===== src/rtl/core/fcod_pkg.sv =====
// Shared types and constants of the fiducial code and orientation decoder.
// No dependencies; every other file of the block imports this package.
`default_nettype none

package fcod_pkg;

  // Fixed field widths of the channels
  localparam int SAMPLE_PORT_W  = 16;
  localparam int SAMPLE_W_DEF   = 16;
  localparam int STATUS_W       = 2;
  localparam int ORIENT_W       = 2;
  localparam int CODE_W         = 5;

  // Grid geometry
  localparam int GRID_CELLS     = 16;
  localparam int CELL_W         = 4;
  localparam int GATHER_BITS    = 7;
  localparam int CHECK_W        = 2;

  // Result status codes
  localparam logic [STATUS_W-1:0] STATUS_VALID     = 2'd0;
  localparam logic [STATUS_W-1:0] STATUS_NO_ORIENT = 2'd1;
  localparam logic [STATUS_W-1:0] STATUS_BAD_CHECK = 2'd2;

  // Cell picked for each gathered bit, per orientation; first entry is the MSB
  localparam logic [CELL_W-1:0] GATHER_TABLE [4][GATHER_BITS] = '{
    '{4'd9,  4'd5,  4'd14, 4'd10, 4'd6,  4'd15, 4'd11},
    '{4'd10, 4'd9,  4'd7,  4'd6,  4'd5,  4'd3,  4'd2},
    '{4'd6,  4'd10, 4'd1,  4'd5,  4'd9,  4'd0,  4'd4},
    '{4'd5,  4'd6,  4'd8,  4'd9,  4'd10, 4'd12, 4'd13}
  };

  // Commands from the controller to the datapath
  typedef struct packed {
    logic              wr;        // store the accepted beat
    logic [CELL_W-1:0] slot;      // grid cell the beat lands in
    logic              first;     // beat opens a grid: reload min and max
    logic              classify;  // threshold all cells into dark bits
    logic              decode;    // resolve orientation and code
  } fcod_cmd_t;

endpackage

`default_nettype wire


===== src/rtl/core/fcod_in_if.sv =====
// Sample channel of the decoder: valid/ready handshake with one grid sample.
// Depends on fcod_pkg for the field widths.
`default_nettype none

interface fcod_in_if import fcod_pkg::*; ();
  logic                     valid;
  logic                     ready;
  logic [SAMPLE_PORT_W-1:0] sample;
  logic                     frame_start;

  modport source (output valid, output sample, output frame_start, input ready);
  modport sink   (input valid, input sample, input frame_start, output ready);
endinterface

`default_nettype wire


===== src/rtl/core/fcod_out_if.sv =====
// Result channel of the decoder: valid/ready handshake with the decoded marker.
// Depends on fcod_pkg for the field widths.
`default_nettype none

interface fcod_out_if import fcod_pkg::*; ();
  logic                valid;
  logic                ready;
  logic [STATUS_W-1:0] status;
  logic [ORIENT_W-1:0] orientation;
  logic [CODE_W-1:0]   marker_code;

  modport source (output valid, output status, output orientation, output marker_code,
                  input ready);
  modport sink   (input valid, input status, input orientation, input marker_code,
                  output ready);
endinterface

`default_nettype wire


===== src/rtl/core/fcod_ctrl.sv =====
// Controller of the decoder: cell counter, handshakes and decision sequencing.
// Depends on fcod_pkg; drives the command struct of fcod_datapath.
`default_nettype none

module fcod_ctrl
  import fcod_pkg::*;
(
  input  wire logic      clk_i,
  input  wire logic      rst_ni,
  input  wire logic      in_valid_i,
  input  wire logic      frame_start_i,
  output logic           in_ready_o,
  input  wire logic      out_ready_i,
  output logic           out_valid_o,
  output fcod_cmd_t      cmd_o
);

  typedef enum logic [1:0] {
    ST_COLLECT,
    ST_CLASSIFY,
    ST_DECODE,
    ST_OFFER
  } state_e;

  localparam logic [CELL_W-1:0] LAST_CELL = CELL_W'(GRID_CELLS - 1);

  state_e            state_q, state_d;
  logic [CELL_W-1:0] count_q, count_d;
  logic              valid_q, valid_d;
  logic [CELL_W-1:0] slot;
  logic              accept;

  // Stall the grid-closing beat while an earlier decision is still in flight
  assign in_ready_o = !((count_q == LAST_CELL) && (state_q != ST_COLLECT));
  assign accept     = in_valid_i && in_ready_o;
  assign slot       = frame_start_i ? '0 : count_q;

  // Next state, counter and result valid
  always_comb begin
    state_d = state_q;
    count_d = count_q;
    valid_d = valid_q;
    if (accept) begin
      count_d = slot + CELL_W'(1);
    end
    case (state_q)
      ST_COLLECT: begin
        if (accept && (slot == LAST_CELL)) begin
          state_d = ST_CLASSIFY;
        end
      end
      ST_CLASSIFY: begin
        state_d = ST_DECODE;
      end
      ST_DECODE: begin
        state_d = ST_OFFER;
        valid_d = 1'b1;
      end
      ST_OFFER: begin
        if (out_ready_i) begin
          state_d = ST_COLLECT;
          valid_d = 1'b0;
        end
      end
      default: begin
        state_d = ST_COLLECT;
        valid_d = 1'b0;
      end
    endcase
  end

  // Hold state and registered outputs
  always_ff @(posedge clk_i or negedge rst_ni) begin
    if (!rst_ni) begin
      state_q <= ST_COLLECT;
      count_q <= '0;
      valid_q <= 1'b0;
    end else begin
      state_q <= state_d;
      count_q <= count_d;
      valid_q <= valid_d;
    end
  end

  assign out_valid_o = valid_q;

  // Commands to the datapath
  always_comb begin
    cmd_o.wr       = accept;
    cmd_o.slot     = slot;
    cmd_o.first    = (slot == '0);
    cmd_o.classify = (state_q == ST_CLASSIFY);
    cmd_o.decode   = (state_q == ST_DECODE);
  end

endmodule

`default_nettype wire


===== src/rtl/core/fcod_datapath.sv =====
// Datapath of the decoder: sample registers, running extremes, threshold bits,
// orientation search, gather and checksum. Depends on fcod_pkg.
`default_nettype none

module fcod_datapath
  import fcod_pkg::*;
#(
  parameter int SAMPLE_WIDTH = SAMPLE_W_DEF
) (
  input  wire logic                     clk_i,
  input  wire logic                     rst_ni,
  input  wire fcod_cmd_t                cmd_i,
  input  wire logic [SAMPLE_PORT_W-1:0] sample_i,
  output logic [STATUS_W-1:0]           status_o,
  output logic [ORIENT_W-1:0]           orientation_o,
  output logic [CODE_W-1:0]             marker_code_o
);

  // Only the low bits of the port carry the sample
  localparam int SW = (SAMPLE_WIDTH < SAMPLE_PORT_W) ? SAMPLE_WIDTH : SAMPLE_PORT_W;

  logic [SW-1:0]         store_q [GRID_CELLS];
  logic [SW-1:0]         min_q, max_q;
  logic [SW-1:0]         smp;
  logic [SW:0]           sum;
  logic [GRID_CELLS-1:0] dark_d, dark_q;
  logic [3:0]            side;
  logic                  found;
  logic [ORIENT_W-1:0]   rot;
  logic [GATHER_BITS-1:0] word;
  logic [CHECK_W-1:0]    ones;
  logic [STATUS_W-1:0]   status_q;
  logic [ORIENT_W-1:0]   orient_q;
  logic [CODE_W-1:0]     code_q;

  assign smp = sample_i[SW-1:0];

  // Store the beat in its cell
  always_ff @(posedge clk_i) begin
    if (cmd_i.wr) begin
      store_q[cmd_i.slot] <= smp;
    end
  end

  // Track the extremes of the grid
  always_ff @(posedge clk_i or negedge rst_ni) begin
    if (!rst_ni) begin
      min_q <= '0;
      max_q <= '0;
    end else if (cmd_i.wr) begin
      if (cmd_i.first) begin
        min_q <= smp;
        max_q <= smp;
      end else begin
        if (smp < min_q) min_q <= smp;
        if (smp > max_q) max_q <= smp;
      end
    end
  end

  // Mark a cell dark when twice its sample does not exceed min plus max
  assign sum = {1'b0, min_q} + {1'b0, max_q};
  always_comb begin
    for (int i = 0; i < GRID_CELLS; i++) begin
      dark_d[i] = ({store_q[i], 1'b0} <= sum);
    end
  end

  always_ff @(posedge clk_i) begin
    if (cmd_i.classify) begin
      dark_q <= dark_d;
    end
  end

  // Border sides: top, right, bottom, left
  assign side[0] = &dark_q[3:0];
  assign side[1] = dark_q[3] & dark_q[7] & dark_q[11] & dark_q[15];
  assign side[2] = &dark_q[15:12];
  assign side[3] = dark_q[0] & dark_q[4] & dark_q[8] & dark_q[12];

  // Pick the rotation whose pair of adjacent sides is dark
  always_comb begin
    found = 1'b1;
    rot   = '0;
    case (side)
      4'b0011: rot = 2'd3;
      4'b0110: rot = 2'd2;
      4'b1100: rot = 2'd1;
      4'b1001: rot = 2'd0;
      default: found = 1'b0;
    endcase
  end

  // Gather the seven cells, first one into the MSB, and count the code ones
  always_comb begin
    for (int i = 0; i < GATHER_BITS; i++) begin
      word[GATHER_BITS-1-i] = dark_q[GATHER_TABLE[rot][i]];
    end
    ones = CHECK_W'($countones(word[CODE_W-1:0]));
  end

  // Load the result register
  always_ff @(posedge clk_i) begin
    if (cmd_i.decode) begin
      if (!found) begin
        status_q <= STATUS_NO_ORIENT;
        orient_q <= '0;
        code_q   <= '0;
      end else begin
        status_q <= (ones == word[GATHER_BITS-1 -: CHECK_W]) ? STATUS_VALID
                                                             : STATUS_BAD_CHECK;
        orient_q <= rot;
        code_q   <= word[CODE_W-1:0];
      end
    end
  end

  assign status_o      = status_q;
  assign orientation_o = orient_q;
  assign marker_code_o = code_q;

endmodule

`default_nettype wire


===== src/rtl/core/fiducial_code_orientation_decoder.sv =====
// Channel   Dir  Beat
// in_i      in   sample[15:0], frame_start  (one grid sample, row-major)
// res_o     out  status[1:0], orientation[1:0], marker_code[4:0]
//
// One sample is taken per cycle while ready is high. The beat that closes a
// grid starts the decision (threshold, then orientation and gather); the
// result is then offered and held until taken.
// The closing beat of the next grid is stalled while a result is in flight.
// Reset clears the cell counter, extremes and result valid; samples are not cleared.
// Top level of the decoder; depends on fcod_pkg, fcod_in_if, fcod_out_if,
// fcod_ctrl and fcod_datapath.
`default_nettype none

module fiducial_code_orientation_decoder
  import fcod_pkg::*;
#(
  parameter int SAMPLE_WIDTH = SAMPLE_W_DEF
) (
  input  wire logic clk_i,
  input  wire logic rst_ni,
  fcod_in_if.sink   in_i,
  fcod_out_if.source res_o
);

  fcod_cmd_t cmd;

  // Sequence the grid and the decision
  fcod_ctrl u_ctrl (
    .clk_i         (clk_i),
    .rst_ni        (rst_ni),
    .in_valid_i    (in_i.valid),
    .frame_start_i (in_i.frame_start),
    .in_ready_o    (in_i.ready),
    .out_ready_i   (res_o.ready),
    .out_valid_o   (res_o.valid),
    .cmd_o         (cmd)
  );

  // Hold samples and compute the result
  fcod_datapath #(
    .SAMPLE_WIDTH (SAMPLE_WIDTH)
  ) u_datapath (
    .clk_i         (clk_i),
    .rst_ni        (rst_ni),
    .cmd_i         (cmd),
    .sample_i      (in_i.sample),
    .status_o      (res_o.status),
    .orientation_o (res_o.orientation),
    .marker_code_o (res_o.marker_code)
  );

endmodule

`default_nettype wire


===== src/flat_wrapper.sv =====
// flat-port wrapper written by rule: the top's interface ports become plain ports
module fiducial_code_orientation_decoder_flat import fcod_pkg::*;
#(
  parameter int SAMPLE_WIDTH = SAMPLE_W_DEF
)
  (clk_i, rst_ni, in_i_valid, in_i_sample, in_i_frame_start, in_i_ready, res_o_valid, res_o_status, res_o_orientation, res_o_marker_code, res_o_ready);
  fcod_in_if in_i_i ();
  fcod_out_if res_o_i ();
  input  wire logic clk_i;
  input  wire logic rst_ni;
  input wire logic [$bits(in_i_i.valid)-1:0] in_i_valid;
  input wire logic [$bits(in_i_i.sample)-1:0] in_i_sample;
  input wire logic [$bits(in_i_i.frame_start)-1:0] in_i_frame_start;
  output wire logic [$bits(in_i_i.ready)-1:0] in_i_ready;
  output wire logic [$bits(res_o_i.valid)-1:0] res_o_valid;
  output wire logic [$bits(res_o_i.status)-1:0] res_o_status;
  output wire logic [$bits(res_o_i.orientation)-1:0] res_o_orientation;
  output wire logic [$bits(res_o_i.marker_code)-1:0] res_o_marker_code;
  input wire logic [$bits(res_o_i.ready)-1:0] res_o_ready;
  assign in_i_i.valid = in_i_valid;
  assign in_i_i.sample = in_i_sample;
  assign in_i_i.frame_start = in_i_frame_start;
  assign in_i_ready = in_i_i.ready;
  assign res_o_valid = res_o_i.valid;
  assign res_o_status = res_o_i.status;
  assign res_o_orientation = res_o_i.orientation;
  assign res_o_marker_code = res_o_i.marker_code;
  assign res_o_i.ready = res_o_ready;
  fiducial_code_orientation_decoder #(.SAMPLE_WIDTH(SAMPLE_WIDTH)) u_core (.clk_i(clk_i), .rst_ni(rst_ni), .in_i(in_i_i), .res_o(res_o_i));
endmodule

===== config.mk =====
export PLATFORM = sky130hd
export DESIGN_NAME = fiducial_code_orientation_decoder_flat
export DESIGN_NICKNAME = d
export VERILOG_FILES = /design/src/rtl/core/fcod_pkg.sv /design/src/rtl/core/fcod_in_if.sv /design/src/rtl/core/fcod_out_if.sv /design/src/rtl/core/fcod_ctrl.sv /design/src/rtl/core/fcod_datapath.sv /design/src/rtl/core/fiducial_code_orientation_decoder.sv /design/src/flat_wrapper.sv
export SDC_FILE = /design/constraint.sdc
export NUM_CORES = 1
export LEC_CHECK = 0
export ABC_AREA = 1
export BUFFER_PORTS_ARGS = -buffer_cell sky130_fd_sc_hd__buf_2
export CELL_PAD_IN_SITES_DETAIL_PLACEMENT = 1
export CELL_PAD_IN_SITES_GLOBAL_PLACEMENT = 1
export CORE_MARGIN = 5
export CORE_UTILIZATION = 52
export CTS_CLUSTER_DIAMETER = 50
export CTS_CLUSTER_SIZE = 25
export DETAILED_ROUTE_END_ITERATION = 8
export PLACE_DENSITY_LB_ADDON = 0.1
export SLEW_MARGIN = 20
export SYNTH_ARGS = -nofsm -noshare
export SYNTH_HDL_FRONTEND = slang
export SYNTH_SLANG_ARGS = --single-unit
export TNS_END_PERCENT = 20

===== constraint.sdc =====
create_clock -name clk_i -period 4.1 [get_ports clk_i]
set_clock_uncertainty 0.05 [all_clocks]
set_input_delay 0.615 -clock clk_i [delete_from_list [all_inputs] [get_ports clk_i]]
set_output_delay 0.615 -clock clk_i [all_outputs]
set_load 0.02 [all_outputs]

---- After elaboration in Yosys (flattened, before gate mapping) ----
Memory sizes are Yosys's and may differ from the RTL's.
Cells that the tools add are included.
operators by class
  add/subtract/negate cells ............... 6
  order comparisons ....................... 26
  equality and inequality tests ........... 12
  multiplexer cells ....................... 32
  bitwise logic cells ..................... 7
  reduce and logical (&&, ||, !) cells .... 17
operators by type and width
  kind                                                                          count
  17-bit <= comparator                                                          16
  16-bit two-way mux                                                            4
  28-bit binary-select mux with 2-bit select                                    1
  28-bit two-way mux                                                            2
  4-bit by 5-bit less-than comparator with 1-bit output, second input constant  7
  1-bit binary-select mux with 4-bit select                                     7
  16-bit by 16-bit adder with 17-bit output                                     1
  4-bit == test, second input constant                                          4
  16-bit greater-than comparator                                                1
  16-bit less-than comparator                                                   1
  1-bit two-way mux                                                             11
  2-bit case mux with 4 select lines                                            1
  2-bit AND reduction                                                           4
  4-bit AND reduction                                                           2
  2-bit nonzero test                                                            4
  1-bit AND                                                                     6
  2-bit two-way mux                                                             3
  2-bit case mux with 3 select lines                                            1
  1-bit by 1-bit adder with 2-bit output                                        2
  4-bit by 1-bit adder with 4-bit output, second input constant                 1
  2-bit == test, second input constant                                          2
  4-bit by 2-bit == test with 1-bit output, second input constant               1
  4-bit by 3-bit == test with 1-bit output, second input constant               1
  4-bit zero test                                                               1
  13 further kinds                                                              16
storage, ports and cells
  flip-flop bits (word level) ............. 64
  bits in writable memories ............... 256
  input bits .............................. 21
  logic and storage cells ................. 110
  memories kept ........................... 1
memory list
  memory                     words  bits a word  read ports  clocked after Yosys merged registers in  wr ports  RTL line             RTL
  u_core.u_datapath.store_q  16     16           16          0                                        1         fcod_datapath.sv:22  logic [SW-1:0] store_q [GRID_CELLS];

---- Logic depth before layout (Yosys ltp) ----
Gate-level depths: netlist (run 1).
  depth in word-level cells ............... 16
  depth in mapped cells ................... 19
  depth with buffers taken out ............ 19

---- Hierarchy ----
Synthesis (run 1) repeated with hierarchy kept, for this count alone.
second synthesis, totals
  cells, all modules ...................... 1,656
  area total of the unflattened synthesis .. 18,228.7 um^2
by module, submodules not included
  module         times used  cells each  area an instance (um^2)  sequential area each (um^2)
  fcod_datapath  1           1,592       17,740.8                 9,238.9
  fcod_ctrl      1           64          488.0                    175.2

---- Least setup slack after synthesis (run 1) ----
OpenSTA, ideal clock, no wires.
  path type ............................... reg-to-reg
  start point ............................. register u_core.u_datapath.min_q[0]
  end point ............................... register u_core.u_datapath.dark_q[0], data pin
  data arrival time ....................... 2,998 ps
  path slack .............................. 798 ps
  cell stages (with the launch flop) ...... 16
  path buffers ............................ 0
  clock period less this slack ............ 3,302 ps
  cell sequence ........................... dfrtp_1 ha_1 inv_1 fa_1 o21ai_1 nand3_1 nand3_1 nand2_1 nand2_1 xor2_1 ha_1 nand4_1 nor4_1 o21ai_0 nand3_1 nand2_1
between the ends
  cells in the longest elaborated chain, start to end .. 2
RTL lines
  element                                    RTL line             RTL
  start, declared                            fcod_datapath.sv:23  logic [SW-1:0] min_q, max_q;
  start signal, assigned                     fcod_datapath.sv:52  min_q <= smp;
  start signal, assigned                     fcod_datapath.sv:55  if (smp < min_q) min_q <= smp;
  16-bit by 16-bit adder with 17-bit output  fcod_datapath.sv:62  assign sum = {1'b0, min_q} + {1'b0, max_q};
  17-bit <= comparator                       fcod_datapath.sv:65  dark_d[i] = ({store_q[i], 1'b0} <= sum);
  net u_core.u_datapath.dark_d[0]            fcod_datapath.sv:26  logic [GRID_CELLS-1:0] dark_d, dark_q;
  end signal, assigned                       fcod_datapath.sv:71  dark_q <= dark_d;
  end, declared                              fcod_datapath.sv:26
The timed path passes the listed nets, and every way through them passes these cells.
A chain may end at the register's enable or synchronous reset.

---- Worst setup path after layout (run 1) ----
  start point ............................. register u_core.u_datapath.min_q[0]
  end point ............................... register u_core.u_datapath.dark_q[7], data pin
The elaborated chain is that of the path after synthesis.

==> flow_metrics.py, run 1 <==
metrics = {
    "status": {
        "outcome": "complete, no violations",
    },
    "cells_and_area": {
        "final_area_um2": 20800,
        "synthToLayoutAreaGrowth_pct": 14.4,
        "drive_gt1_frac": 0.116,
        "nets": 2099,
        "antenna_cells": 0,
    },
    "logic_synthesis": {
        "async_reset_ff_frac": 0.122,
        "synth_cells": 1641,
        "yosys_warnings": 0,
        "ys_types": 48,
        "syn-num-nets": 1976,
        "synth_seq_area_share": 0.518,
        "synth_edf_count": 281,
        "synth-seq-cells": 320,
        "syn_area_um2": 18200,
        "ys.flop_type": "edfxtp_1",
        "avgSynthCellArea_um2": 11.1,
    },
    "setup_path": {
        "cp_top_family": "adder cells",
        "cp-endpoint": "u_core.u_datapath.dark_q[7]",
        "critPathLaunch": "u_core.u_datapath.min_q[0]",
        "cp_slowest_cell": "o41ai_1",
        "cp.buffers_inverters": 3,
        "endpoint_kind": "register",
        "cp_slowest_stage_delay_ps": 470,
        "arrival_ps": 4070,
        "reg2reg_from": "u_core.u_datapath.min_q[0]",
        "r2r_end": "u_core.u_datapath.dark_q[7]",
        "critPathKind": "register to register",
        "critPathRequiredTime_ps": 4350,
        "reg2reg_depth": 16,
        "startpoint_type": "register",
        "r2r_slack_ps": 280,
        "path_depth": 16,
        "worst_path_most_repeated_cell": "nand2_1",
        "crit_path_max_fanout": 16,
        "crit_path_cell_trace": "ha_1, inv_1, fa_1, o21ai_1, buf_4, nand3_1, nand3_1, nand2_1, nand2_1, a31oi_2, buf_4, ha_1, nand2_1, nor2_1, nand2_1, o41ai_1",
    },
    "sta": {
        "worst_pin_slew_ps": 1020,
        "setup_tns_ps": 0,
        "max_freq_ghz": 0.262,
        "timing.final.ws_setup_ps": 284,
        "maxSlewViolCount": 0,
        "rsz0062_at_grt": "false",
        "hold_viol": 0,
        "period_needed_ps": 3820,
        "timing.final.crit_share": 0.931,
        "setup_viol": 0,
        "slew_headroom": 0.322,
    },
    "cts": {
        "cts_tree": "done",
        "path_clk_slew_ps": 60,
        "h-tree-depth": 2,
        "cts_num_sinks": 320,
        "root_buffer": "clkbuf_16",
        "cts_buffers": 40,
        "clk_path_buf_depth": 3,
        "hold_buffers": 0,
        "clk-insertion-delay-late_ps": 550,
    },
    "global_route": {
        "grt_usage": 0.286,
        "grt_max_degree": 40,
        "grt-ovfl-total": 0,
        "grt_pass1_wl_um": 84100,
        "grt_pass1_vias": 14600,
        "antenna_found_initial": 2,
    },
    "drt": {
        "vias_per_cell": 6.04,
        "drc_errors": 0,
        "num_vias": 13600,
        "routed_wirelength_um": 55400,
        "drtPass1Iterations": 5,
        "wl_per_cell_um": 24.6,
        "drtIter0Drc": 875,
        "ant_nets": 0,
    },
    "place": {
        "place_area_um2": 19400,
        "place_ws_ps": 192,
        "gp_congestion": 0.889,
        "port_buffers": 31,
        "dpl.hpwl_um": 38600,
    },
    "floorplanning": {
        "start_util": 0.527,
        "chipHeight_um": 197,
        "die-width_um": 197,
        "dieArea_um2": 38800,
        "rows": 68,
        "core_um2": 34500,
        "pin_count": 32,
    },
    "run": {
        "drv_cap": 0,
    },
    "min_path": {
        "hold_class": "input port to asynchronous set/reset pin",
    },
}
layout by cell type, fill, tap and decap left out, types with 10 or more instances in the layout:
cell type	Yosys	routed
nor3_1	22	22
buf_4	3	60
nand3_1	92	92
edfxtp_1	281	281
buf_2	2	31
nand2_1	302	302
dfrtp_1	39	39
o211ai_1	10	10
inv_1	130	130
nor2_1	88	87
ha_1	311	310
nand4_1	31	31
a21oi_1	158	158
o21ai_0	69	68
nand2_2	14	14
clkbuf_16	0	41
metal layers:
layer	part of all wire	routed length, um	track usage	vias up
li1	-	-	-	6216
met1	0.42	23200	0.363	6807
met2	0.48	26500	0.483	419
met3	0.051	2820	0.0447	152
met4	0.053	2930	0.135	2
met5	0.00031	17	0	-
metrics by stage:
step / utilization / hold slack [ps] / instances
detailed placement: 0.562 / 462 / 2177
finish: 0.602 / 175 / 2251
global route: 0.602 / 247 / 2251
global placement: 0.562 / 438 / 2177
CTS: 0.602 / 187 / 2251
floorplan: - / 269 / 1641
flip-flops by register name, indices dropped and copies added, names as in the netlist:
register / flops
u_core.u_datapath.orientation_o: 2
u_core.u_ctrl.count_q: 4
u_core.u_ctrl.state_q: 2
u_core.u_ctrl.out_valid_o: 1
u_core.u_datapath.dark_q: 16
u_core.u_datapath.marker_code_o: 5
u_core.u_datapath.max_q: 16
u_core.u_datapath.status_o: 2
u_core.u_datapath.store_q: 256
u_core.u_datapath.min_q: 16
Yosys cell counts (all sizes together), types with 3 or more instances:
master	number	area share
nand2	320	0.071
ha	311	0.21
edfxtp	281	0.46
a21oi	159	0.044
inv	134	0.029
nand3	94	0.026
nor2	90	0.020
o21ai	72	0.020
dfrtp	39	0.054
nand4	31	0.011
nor3	23	0.0066
buf	12	0.0067
o211ai	10	0.0041
o41ai	9	0.0043
a21o	7	0.0029
nor4	7	0.0024
xor2	7	0.0034
a211oi	5	0.0021
o21a	5	0.0021
xnor2	4	0.0019
a31oi	3	0.0019
fa	3	0.0033
nand3b	3	0.0012
o21bai	3	0.0012
or3	3	0.0010
worst min-delay path by stage:
stage / startpoint / end / slack, ps
after global routing: rst_ni / u_core.u_datapath.max_q[1] / 250
after CTS: rst_ni / u_core.u_datapath.min_q[0] / 190
after floorplan: rst_ni / u_core.u_ctrl.count_q[0] / 270
after global placement: u_core.u_ctrl.count_q[1] / u_core.u_ctrl.count_q[1] / 440
after detailed placement: u_core.u_ctrl.count_q[1] / u_core.u_ctrl.count_q[1] / 460
final: rst_ni / u_core.u_datapath.min_q[3] / 170
worst reg2reg max path, cell delays in order (launching register included):
cell and delay [ps]:
dfrtp_1 380, ha_1 190, inv_1 60, fa_1 430, o21ai_1 220, buf_4 170
nand3_1 70, nand3_1 180, nand2_1 80, nand2_1 130, a31oi_2 90, buf_4 270
ha_1 360, nand2_1 70, nor2_1 190, nand2_1 140, o41ai_1 470
kinds of logic (layout without fill, tap and decap cells):
| logic type | Yosys count | after routing | synth area share |
|---|---|---|---|
| and+or+nand+nor | 573 | 573 | 0.140 |
| DFF | 320 | 320 | 0.518 |
| adders and majority gates | 314 | 314 | 0.217 |
| AOI/OAI and AO/OA | 277 | 277 | 0.0845 |
| buffers and inverters | 146 | 301 | 0.0353 |
| xor gates and xnor gates | 11 | 11 | 0.00530 |
final cells by class:
type	count	area (um2)
clock inverters	30	337
clock buffers	44	1040
multi-input cells	1175	8290
inverters	134	520
flip-flops and latches	320	9410
repair buffers	93	646
well taps	455	569
fillers	3684	13700
what timing repair did:
action,4_1_cts,5_1_grt
setup endpoints to repair,0,14
hold endpoints to repair,0,0
buffers inserted,0,0
resized for setup,0,5
Power of run 1 is left out: the tool's default activity adds up to more than one toggle a clock period on the data nets, which glitch-free logic cannot reach.
==> inputs of run 2 (changes only) <==
ABC_AREA = 0   (was 1)
CORE_UTILIZATION = 53   (was 52)
==> run 2 against run 1 <==
Critical path depth fell by 3. Non-clock buffer count rose by 18. First-iteration DRC count fell by 10%. Maximum frequency fell by 4.3%. Worst setup slack got worse by 170 ps. Flip-flop and latch count did not move. Register-to-register slack got worse by 170 ps. Highest routed layer is now met4.
==> flow_metrics.py, run 2 <==
metrics = {
    "drt": {
        "wl_per_cell_um": 26.3,
        "drc_errors": 0,
        "ant_nets": 0,
        "vias_per_cell": 6.31,
        "routed_wirelength_um": 50700,
        "drtPass1Iterations": 5,
        "drtIter0Drc": 784,
        "num_vias": 12100,
    },
    "logic_synthesis": {
        "ys_types": 62,
        "syn_area_um2": 17700,
        "synth_xor_area_frac": 0.00790,
        "ys.flop_type": "edfxtp_1",
        "avgSynthCellArea_um2": 13.6,
        "async_reset_ff_frac": 0.122,
        "yosys.area_share.simple": 0.0735,
        "syn-num-nets": 1644,
        "yosys.area_share.adder": 0.223,
        "yosys_warnings": 0,
        "yosysMostFrequentCell": "ha_1",
        "synth_cells": 1309,
        "post_synth_mux_area_share": 0.0283,
        "synth-seq-cells": 320,
        "synth_commonest_cells": "ha_1, edfxtp_1, a21o_1",
        "synth_compound_area_frac": 0.123,
        "synth_edf_count": 281,
        "synth.area.top_cells": "edfxtp_1, ha_1, dfrtp_1",
        "synth_top_area_share": 0.475,
        "yosys.area.top_type": "edfxtp_1",
        "synth_seq_area_share": 0.530,
        "synth_top_family_by_area": "adder cells",
    },
    "cts": {
        "root_buffer": "clkbuf_16",
        "cts_buffers": 36,
        "path_clk_slew_ps": 60,
        "clk-insertion-delay-late_ps": 520,
        "hold_buffers": 0,
        "h-tree-depth": 2,
        "cts_num_sinks": 320,
        "clk_path_buf_depth": 3,
        "cts_tree": "done",
    },
    "sta": {
        "slew_headroom": 0.454,
        "holdWs_ps": 52.9,
        "timing.final.crit_share": 0.973,
        "worst_pin_slew_ps": 819,
        "timing.final.ws_setup_ps": 111,
        "maxSlewViolCount": 0,
        "max_freq_ghz": 0.251,
        "setup_viol": 0,
        "period_needed_ps": 3990,
        "hold_viol": 0,
    },
    "place": {
        "dp.cells": 1854,
        "gp_congestion": 0.834,
        "port_buffers": 31,
        "place_ws_ps": -185,
        "dpl.hpwl_um": 34900,
        "place_area_um2": 19100,
    },
    "global_route": {
        "grt_util_met3": 0.0326,
        "use_met1": 0.370,
        "grt.busiest_layer": "met2",
        "grt_pass1_wl_um": 77100,
        "grt_max_degree": 40,
        "antenna_found_initial": 1,
        "grt_usage": 0.278,
        "grt_pass1_vias": 13000,
        "grt-ovfl-total": 0,
        "met2_usage": 0.474,
    },
    "setup_path": {
        "arrival_ps": 4340,
        "crit_path_cell_trace": "ha_2, a21o_1, a21o_1, a2111oi_2, a21oi_1, a31o_2, or4_1, and3_1, buf_4, ha_1, nand4_1, or4_1, nand2_1",
        "cp.buffers_inverters": 1,
        "endpoint_kind": "register",
        "crit_path_max_fanout": 7,
        "reg2reg_depth": 13,
        "reg2reg_from": "u_core.u_datapath.min_q[8]",
        "critPathLaunch": "u_core.u_datapath.min_q[8]",
        "r2r_slack_ps": 110,
        "critPathKind": "register to register",
        "critPathRequiredTime_ps": 4450,
        "cp_slowest_cell": "or4_1",
        "startpoint_type": "register",
        "cp_slowest_stage_delay_ps": 590,
        "cp_top_family": "simple AND/OR/NAND/NOR gates",
        "r2r_end": "u_core.u_datapath.dark_q[4]",
    },
    "cells_and_area": {
        "final_area_um2": 20400,
        "nets": 1786,
        "antenna_cells": 0,
        "largest_register_ffs": 256,
        "synthToLayoutAreaGrowth_pct": 14.8,
        "stdcell_count": 1923,
        "final_common_cell": "ha_1",
        "final_cell_mix": "ha_1, edfxtp_1, a21o_1",
        "regMostFlops": "u_core.u_datapath.store_q",
        "drive_gt1_frac": 0.161,
    },
    "floorplanning": {
        "start_util": 0.533,
        "die-width_um": 193,
        "pin_count": 32,
        "core_um2": 33300,
        "rows": 67,
        "dieArea_um2": 37200,
        "chipHeight_um": 193,
    },
    "run": {
        "drv_cap": 0,
    },
    "min_path": {
        "hold_class": "input port to asynchronous set/reset pin",
    },
    "status": {
        "outcome": "complete, no violations",
    },
}
## run 2: per-layer routing
layer  vias to the layer above  wire length [um]
met5                         -                 0
met4                         0              1790
met3                        92              2190
met2                       292             24600
met1                      6262             22100
li1                       5483                 -
## run 2: logic make-up (layout without fill, tap and decap cells)
family / Yosys count / in the layout
AOI/OAI and AO/OA: 327 / 327
buffers and inverters: 60 / 226
adders and majority gates: 314 / 314
xor gates and xnor gates: 16 / 16
muxes: 42 / 42
DFF: 320 / 320
and+or+nand+nor: 230 / 230
## run 2: worst reg2reg max path: stages (launching register included)
cell,delay [ps]
dfrtp_1,410
ha_2,340
a21o_1,210
a21o_1,210
a2111oi_2,350
a21oi_1,90
a31o_2,270
or4_1,390
and3_1,210
buf_4,200
ha_1,300
nand4_1,170
or4_1,590
nand2_1,90
## run 2: worst max-delay path by stage
stage          cells past startpoint  slack [ps]                      endpoint
2_1_floorplan                     17         170  u_core.u_datapath.dark_q[15]
3_3_place_gp                      17        -380  u_core.u_datapath.dark_q[15]
3_5_place_dp                      17        -190   u_core.u_datapath.dark_q[7]
4_1_cts                           15         -20   u_core.u_datapath.dark_q[7]
5_1_grt                           15         -10   u_core.u_datapath.dark_q[7]
6_report                          13         110   u_core.u_datapath.dark_q[4]
## run 2: stage by stage
step | setup TNS (ps) | utilization
5_1_grt | -10.6 | 0.612
2_1_floorplan | 0 | -
6_report | 0 | 0.612
3_3_place_gp | -2270 | 0.574
4_1_cts | -24.2 | 0.610
3_5_place_dp | -1260 | 0.574
## run 2: repair_timing
action | 4_1_cts | 5_1_grt
endpoints found under the setup margin | 15 | 11
buffers inserted | 3 | 4
pin swaps | 1 | 4
resized for setup | 4 | 7
## run 2: final cells by class
type / count / area, um2
Clock buffer: 41 / 941
Fill cell: 3205 / 12900
Timing Repair Buffer: 111 / 800
Tap cell: 448 / 561
Inverter: 53 / 199
Multi-Input combinational cell: 929 / 8260
Clock inverter: 21 / 196
Sequential cell: 320 / 9410
Power of run 2 is left out for the same reason.
==> inputs of run 3 (changes only) <==
SYNTH_HIERARCHICAL = 1   (was default)
==> run 3 against run 2 <==
Synthesized cell count is 3.9% higher. Maximum frequency is 0.73% lower. Critical path depth is 3 higher. Register-to-register slack worse by 30 ps. Non-clock buffer count is 14 higher. Clock-buffer cell count is 2 higher. Largest cell class unchanged. Highest routed layer unchanged.
==> flow_metrics.py, run 3 <==
metrics = {
    "status": {
        "outcome": "complete, no violations",
    },
    "logic_synthesis": {
        "synth_top_area_share": 0.472,
        "ys.flop_type": "edfxtp_1",
        "ys_types": 73,
        "async_reset_ff_frac": 0.122,
        "yosys.area.top_type": "edfxtp_1",
        "synth_commonest_cells": "ha_1, edfxtp_1, a21oi_1",
        "avgSynthCellArea_um2": 13.1,
        "syn-num-nets": 1693,
        "yosysMostFrequentCell": "ha_1",
        "yosys_warnings": 6,
        "synth_edf_count": 281,
        "synth.area.top_cells": "edfxtp_1, ha_1, dfrtp_1",
        "synth-seq-cells": 320,
        "synth_cells": 1360,
        "syn_area_um2": 17900,
        "synth_seq_area_share": 0.527,
    },
    "setup_path": {
        "critPathKind": "register to register",
        "arrival_ps": 4360,
        "endpoint_kind": "register",
        "critPathLaunch": "u_core/u_datapath/min_q[6]",
        "reg2reg_from": "u_core/u_datapath/min_q[6]",
        "critPathRequiredTime_ps": 4440,
        "crit_path_max_fanout": 16,
        "startpoint_type": "register",
    },
    "drt": {
        "wl_per_cell_um": 27.2,
        "num_vias": 12400,
        "drtIter0Drc": 872,
        "drtPass1Iterations": 5,
        "routed_wirelength_um": 54300,
        "drc_errors": 0,
        "vias_per_cell": 6.21,
        "ant_nets": 0,
    },
    "cts": {
        "h-tree-depth": 2,
        "cts_num_sinks": 320,
        "path_clk_slew_ps": 60,
        "root_buffer": "clkbuf_16",
        "cts_tree": "done",
        "clk-insertion-delay-late_ps": 530,
        "hold_buffers": 0,
        "cts_buffers": 38,
        "clk_path_buf_depth": 3,
    },
    "floorplanning": {
        "dieArea_um2": 37500,
        "die-width_um": 194,
        "core_um2": 33400,
        "rows": 67,
        "chipHeight_um": 194,
        "pin_count": 32,
        "start_util": 0.534,
    },
    "min_path": {
        "hold_class": "input port to asynchronous set/reset pin",
    },
    "sta": {
        "period_needed_ps": 4020,
        "timing.final.crit_share": 0.980,
        "setup_viol": 0,
        "worst_pin_slew_ps": 1010,
        "slew_headroom": 0.329,
        "max_freq_ghz": 0.249,
        "holdWs_ps": 190,
        "hold_viol": 0,
        "maxSlewViolCount": 0,
    },
    "cells_and_area": {
        "fillCellCount": 3254,
        "final_common_cell": "ha_1",
        "stdcell_count": 1996,
        "largest_register_ffs": 256,
        "final_cell_mix": "ha_1, edfxtp_1, a21oi_1",
        "drive_gt1_frac": 0.175,
        "final_area_um2": 21000,
        "multi_input_area_um2": 8450,
        "seq_area_um2": 9410,
        "nets": 1852,
        "regMostFlops": "u_core/u_datapath/store_q",
        "synthToLayoutAreaGrowth_pct": 17.3,
    },
    "global_route": {
        "grt_usage": 0.285,
        "grt_pass1_vias": 13300,
        "grt_pass1_wl_um": 81300,
        "grt_max_degree": 40,
        "grt-ovfl-total": 0,
        "antenna_found_initial": 0,
    },
    "place": {
        "dpl.hpwl_um": 36200,
        "dp.cells": 1924,
        "gp_congestion": 0.850,
        "place_area_um2": 19500,
        "port_buffers": 31,
    },
    "run": {
        "drv_cap": 0,
    },
}
[run 3: kinds of logic after synthesis]
| kind of cell | Yosys count | synth area share |
|---|---|---|
| simple gates | 288 | 0.0881 |
| xor+xnor | 17 | 0.00938 |
| fa+ha+maj | 312 | 0.220 |
| buf+inv | 54 | 0.0121 |
| compound gates | 333 | 0.121 |
| mux | 36 | 0.0232 |
| flops | 320 | 0.527 |
[run 3: worst paths after layout]
path,to,slack (ps),cells after the start
max in group asynchronous,u_core/u_datapath/min_q[1],3190,1
hold / removal,u_core/u_ctrl/out_valid_o,190,1
setup reg to reg,u_core/u_datapath/dark_q[15],80,16
hold reg to reg,u_core/u_datapath/min_q[7],490,1
setup / recovery,u_core/u_datapath/dark_q[15],80,16
min in group clk_i,u_core/u_ctrl/out_valid_o,250,2
[run 3: timing repair]
action | in CTS | in global routing
buffers inserted | 3 | 0
gates resized for setup | 3 | 9
setup endpoints to repair | 16 | 11
pin swaps | 0 | 1
[run 3: area by class of cell]
| cell class | count | share of cell area |
|---|---|---|
| tap | 448 | 0.0267 |
| antenna | 1 | 0.000119 |
| multi-input combinational | 986 | 0.403 |
| inverter | 48 | 0.00859 |
| clock inverter | 25 | 0.0165 |
| clock buffer | 43 | 0.0498 |
| timing repair buffer | 125 | 0.0464 |
| sequential | 320 | 0.449 |
[run 3: worst max-delay path, stage by stage, from the launching register on]
cell       delay [ps]
dfrtp_1           400
ha_1              350
a21o_1            190
a211oi_1          370
buf_4             180
o2111ai_1         150
a31o_2            300
a21oi_2           210
xor2_2            210
buf_12            210
ha_1              270
a21o_1            170
a21o_1            190
a21oi_2           180
o21ai_0           100
o21ai_0           210
buf_4             140
[run 3: layer usage]
layer | wire (um) | vias up | global-route usage | share of wire
li1 | - | 5668 | - | -
met1 | 22100 | 6177 | 0.365 | 0.41
met2 | 26000 | 405 | 0.479 | 0.48
met3 | 3520 | 148 | 0.0510 | 0.065
met4 | 2650 | 0 | 0.123 | 0.049
met5 | 0 | - | 0 | 0
[run 3: through the flow]
step,util,setup TNS (ps),setup slack [ps]
after detailed placement,0.582,-2180,-305
after global placement,0.582,-4400,-438
after global routing,0.627,-43.1,-38.0
after floorplan,-,0,89.6
after CTS,0.625,0,27.3
final,0.627,0,82.0
Power of run 3 is left out for the same reason.
